==> config.mk <==
export PLATFORM = sky130hd
export DESIGN_NAME = tlc_ram
export DESIGN_NICKNAME = d
export VERILOG_FILES = /design/src/rtl/tape_language_core_unit_macros.svh /design/src/rtl/tlc_ram.sv
export SDC_FILE = /design/constraint.sdc
export NUM_CORES = 1
export LEC_CHECK = 0
export ABC_AREA = 1
export BUFFER_PORTS_ARGS = -buffer_cell sky130_fd_sc_hd__buf_2
export CORE_MARGIN = 3
export CORE_UTILIZATION = 56
export DETAILED_ROUTE_END_ITERATION = 6
export GPL_TIMING_DRIVEN = 0
export PLACE_DENSITY = 0.76
export SLEW_MARGIN = 20
export SYNTH_ARGS = -nofsm -noshare
export SYNTH_HDL_FRONTEND = slang
export SYNTH_SLANG_ARGS = --single-unit
==> constraint.sdc <==
create_clock -name clock -period 2.15 [get_ports clock]
set_input_delay 0.645 -clock clock [delete_from_list [all_inputs] [get_ports clock]]
set_output_delay 0.645 -clock clock [all_outputs]
set_load 0.02 [all_outputs]
==> src/rtl/tape_language_core_unit_macros.svh <==
// Assertion macros for the tape language core.
// Both macros use the clock and reset of the module that includes this file.
`ifndef TAPE_LANGUAGE_CORE_UNIT_MACROS_SVH
`define TAPE_LANGUAGE_CORE_UNIT_MACROS_SVH

`ifndef NO_ASSERTIONS

// The consequent must hold in the same cycle as the antecedent.
`define TLC_ASSERT_NOW(name, pre, post) \
   name: assert property (@(posedge clock) disable iff (reset) (pre) |-> (post)) \
      else $error("tape_language_core_unit: same-cycle check failed");

// The consequent must hold in the cycle after the antecedent.
`define TLC_ASSERT_NEXT(name, pre, post) \
   name: assert property (@(posedge clock) disable iff (reset) (pre) |=> (post)) \
      else $error("tape_language_core_unit: next-cycle check failed");

`else

`define TLC_ASSERT_NOW(name, pre, post)
`define TLC_ASSERT_NEXT(name, pre, post)

`endif

`endif

==> src/rtl/tlc_ram.sv <==
`timescale 1ns / 1ps

module tlc_ram #(
   parameter int WIDTH = 8,
   parameter int DEPTH = 16
) (
   input  logic                     clock,
   input  logic                     wr_en,
   input  logic [$clog2(DEPTH)-1:0] wr_addr,
   input  logic [WIDTH-1:0]         wr_data,
   input  logic                     rd_en,
   input  logic [$clog2(DEPTH)-1:0] rd_addr,
   output logic [WIDTH-1:0]         rd_data
);

   logic [WIDTH-1:0] mem_ff [DEPTH];
   logic [WIDTH-1:0] rd_data_ff;

   // Read data holds until the next read.
   always_ff @(posedge clock) begin
      if (wr_en) begin
         mem_ff[wr_addr] <= wr_data;
      end
      if (rd_en) begin
         rd_data_ff <= mem_ff[rd_addr];
      end
   end

   assign rd_data = rd_data_ff;

endmodule
== After elaboration in Yosys (flattened, before gate mapping) ==
Memory sizes are Yosys's and may differ from the RTL's. A register that Yosys moved wholly into a read port is not among the register bits.
Index checks and enable logic that the tools add are counted.
Operators by class
  muxes and demuxes: 2
Operator list (count)
  1-bit two-way mux: 2
Word-level totals
  register bits after elaboration: 0
  RAM bits: 128
  output and inout port bits: 8
  logic and storage cells: 3
  memories: 1
Memory list
  mem_ff: depth 16, width 8, read ports 1, clocked after memory_dff 1, wr ports 1, RTL line tlc_ram.sv:16  | logic [WIDTH-1:0] mem_ff [DEPTH];

== Depth between registers and ports, before layout ==
  word-level depth: 2
  mapped depth: 8

== Worst setup path before layout ==
OpenSTA, ideal clock, no wires.
  path type: input-to-reg
  from: input port wr_addr[2]
  to: memory mem_ff[10][0] (enable)
  library setup time: 370 ps
  data arrival time: 1226 ps
  slack: 554 ps
  stages on the path: 2
  path buffers: 0
  path through: nand3b_1 nor2_1
RTL lines
  start, declared: RTL line tlc_ram.sv:9  | input logic [$clog2(DEPTH)-1:0] wr_addr,
  end, declared: RTL line tlc_ram.sv:16
No word-level cell before the write port.

== Worst setup path in the final report ==
  from: register rd_data_ff[7], in the netlist rd_data[7], read port of mem_ff
  to: output port rd_data[7]
RTL lines
  start, declared: RTL line tlc_ram.sv:17  | logic [WIDTH-1:0] rd_data_ff;
  end, declared: RTL line tlc_ram.sv:13  | output logic [WIDTH-1:0] rd_data
No word-level cell between the ends.

==> impl_results.md <==
- Status: finished clean
- Data required, critical path: 1.50 ns
- Worst hold path depth: 1
- Fill cells: 706
- Initial DRC count: 453
- Startpoint types: register
- Mean post-synth cell area: 10.6 µm²
- Final ANT Viol Nets: 0
- Reg2Reg Depth: 6
- Gr ovfl total: 0
- Global-route wire length before repair: 21400 µm
- Initial core utilization: 58.7%
- Max incr delay on CP: 0.36 ns
- DRT met1 WL: 5590 µm
- Rel. slew slack: 31.1%
- LEAKAGE: 2.93 nW
- Net Switching: 1.37 mW
- DRC Markers: 0
- Max-slew violations: 0
- Total design power: 6.46 mW
- CP endpoint kind: output pin
- Hold Crit Class: input pin to register
- HP Start: rd_en
- Sequential Power Share: 46.5%
- Fmax: 590 MHz
- Setup bufs post-CTS: 0
- Max IR drop VDD: 0.000617 V
- Final clock skew: 0.00864 ns
- RSZ-0062 raised after global routing: false
- Top cell type's share of synthesized area: 69.8%
- Die Y: 108 µm
- WS Path Type: register to output pin
- Pwr dens: 957 mW/mm²
- Mapped Cells: 551
- Max-cap viol count: 0
- WL/cell: 19.1 µm
- Ys Warns: 0
- Reg area: 0.00408 mm²
- Bufs and invs on worst path: 1
- Highest metal used: met4
- GRT Overall Usage: 25.8%
- Int Power: 5.09 mW
- Via count: 4083
- Largest cells by area after synthesis: edfxtp_1 70%, nand2_1 11%, nand3_1 8.3%, inv_1 6.4%, buf_6 1.2%
- Reg-to-reg endpoint: rd_data[1]
- Final antenna diode count: 0
- Cell taking the most area after synthesis: edfxtp_1
- Gp weighted congestion: 0.873
- Register area share after synthesis: 69.8%
- Worst reg2reg startpoint: mem_ff[10][1]
- Drt total wl: 14100 µm
- Clk pwr share: 47.3%
- Clock Latency Late Sink: 0.53 ns
- Num CTS Buffers: 17
- Worst-path clk slew: 0.06 ns
- Place WS: -0.0624 ns
- H-tree Lvls: 4
- Final worst path period share: 78.9%
- Root Buffer: clkbuf_8
- Vias per std cell: 5.53
- Yosys cell types: 11
- Crit-path slowest cell: edfxtp_1
- Net Count, Synth: 570
- Chip width: 108 µm
- Post-DP HPWL: 8840 µm
- Crit-path leading delay family: flip-flops
- Setup Viol. Count Final: 0
- Vias in the first global route: 3851
- Worst Max-Slew Pin Slew: 1.03 ns
- Met2 WL: 6610 µm
- Die area: 0.0117 mm²
- Std-Cell Core Area: 0.00995 mm²
- Synthesized flop and latch total: 136
- Final worst slack: 0.454 ns
- Logic gate share of total power: 6.2%
- Met3 WL: 1590 µm
- CP Cell Sequence: buf_2
- Placed cell area: 0.00613 mm²
- Min cycle time layout: 1.70 ns
- IO Count: 27
- Fin nets: 612
- Setup slack, reg-to-reg: 0.96 ns
- CP Data Arrival Time: 1.05 ns
- Cell Rows: 36
- Mapped cell area: 0.00585 mm²
- Design Area, Final: 0.00675 mm²
- Worst Hold Endpoint: rd_data[1]
- Crit path max fanout: 1
- Post-CTS Resized: 0
- Clk sink count: 136
- Clk buf depth: 2
- Initial antenna violation count: 0
- Post-CTS Hold Buffers: 0
- Port bufs: 23
- Layout cells sized above 1: 12.5%
- Multi-input logic area: 0.00121 mm²
- Largest net degree at the start of global routing: 17
- Final hold vios: 0
- TritonCTS clock tree: built
- Switching share of power: 21.3%
- First drt pass iteration count: 5
- Synth-to-Final Area Change: 15.5%
worst max path at each step:
stage,from,endpoint,cells after the start
detailed placement,wr_addr[3],mem_ff[5][3],3
finish,rd_data[7],rd_data[7],1
floorplan,wr_addr[2],mem_ff[10][0],2
CTS,rd_data[7],rd_data[7],1
global placement,wr_addr[3],mem_ff[5][5],3
global route,rd_data[7],rd_data[7],1
placed cells by master (no fill, tap or decap):
cell type / n
nand2_1: 173
edfxtp_1: 136
inv_1: 100
nand3_1: 97
buf_2: 36
nor2_1: 17
clkbuf_16: 16
buf_6: 6
bufinv_16: 5
buf_4: 4
clkinv_1: 3
clkinv_4: 3
inv_2: 2
nand3b_1: 2
clkinv_2: 2
buf_1: 1
clkbuf_8: 1
clkinvlp_4: 1
clkbuf_1: 1
worst reg2reg max path, cell delays in order (launching register included):
cell      delay (ns)
edfxtp_1        0.37
inv_1           0.07
nand2_1         0.05
nand3_1         0.12
nand3_1         0.09
nand3_1         0.16
nand2_1         0.08
per-layer routing:
layer / track usage, % / vias up
met5: 0 / -
met4: 9.20 / 0
met3: 6.93 / 38
met2: 39.7 / 293
met1: 35.7 / 1882
li1: - / 1870
power by group through the flow:
stage / clock network (mW) / registers (mW) / logic [mW]
2_1_floorplan: 0 / 3.07 / 0.209
3_3_place_gp: 0 / 3.05 / 0.380
3_5_place_dp: 0 / 3.06 / 0.389
4_1_cts: 3.05 / 3.00 / 0.396
5_1_grt: 3.20 / 3.00 / 0.436
6_report: 3.06 / 3.00 / 0.403
kinds of logic (layout without fill, tap and decap cells):
kind of cell           after synthesis  in the layout  synth area share, %
AND/OR/NAND/NOR                    289            289                 20.8
buffers and inverters              126            181                 9.39
flip-flops                         136            136                 69.8
registers in the layout (all words and copies together) (netlist names):
register  flops
rd_data       8
mem_ff      128
cell usage after synthesis:
| cell type | number |
|---|---|
| nand2_1 | 173 |
| edfxtp_1 | 136 |
| inv_1 | 100 |
| nand3_1 | 97 |
| nor2_1 | 17 |
| buf_2 | 13 |
| buf_6 | 6 |
| buf_4 | 4 |
| inv_2 | 2 |
| nand3b_1 | 2 |
| buf_1 | 1 |
per-stage QoR:
stage	hold WS, ns	instances	utilization (%)	TNS, ns
finish	0.474	739	67.8	0
global route	0.471	739	67.8	0
CTS	0.471	739	67.8	0
global placement	0.755	707	61.6	0
floorplan	0.683	551	-	0
detailed placement	0.763	707	61.6	-0.827
cell type report:
class | count | share of cell area [%]
buffer | 24 | 2.46
multi-input combinational | 289 | 18.0
clock buffer | 18 | 6.19
inverter | 102 | 5.67
tap | 133 | 2.46
timing repair buffer | 23 | 1.70
clock inverter | 14 | 3.04
sequential | 136 | 60.5
(Power assumes the default switching activity.)
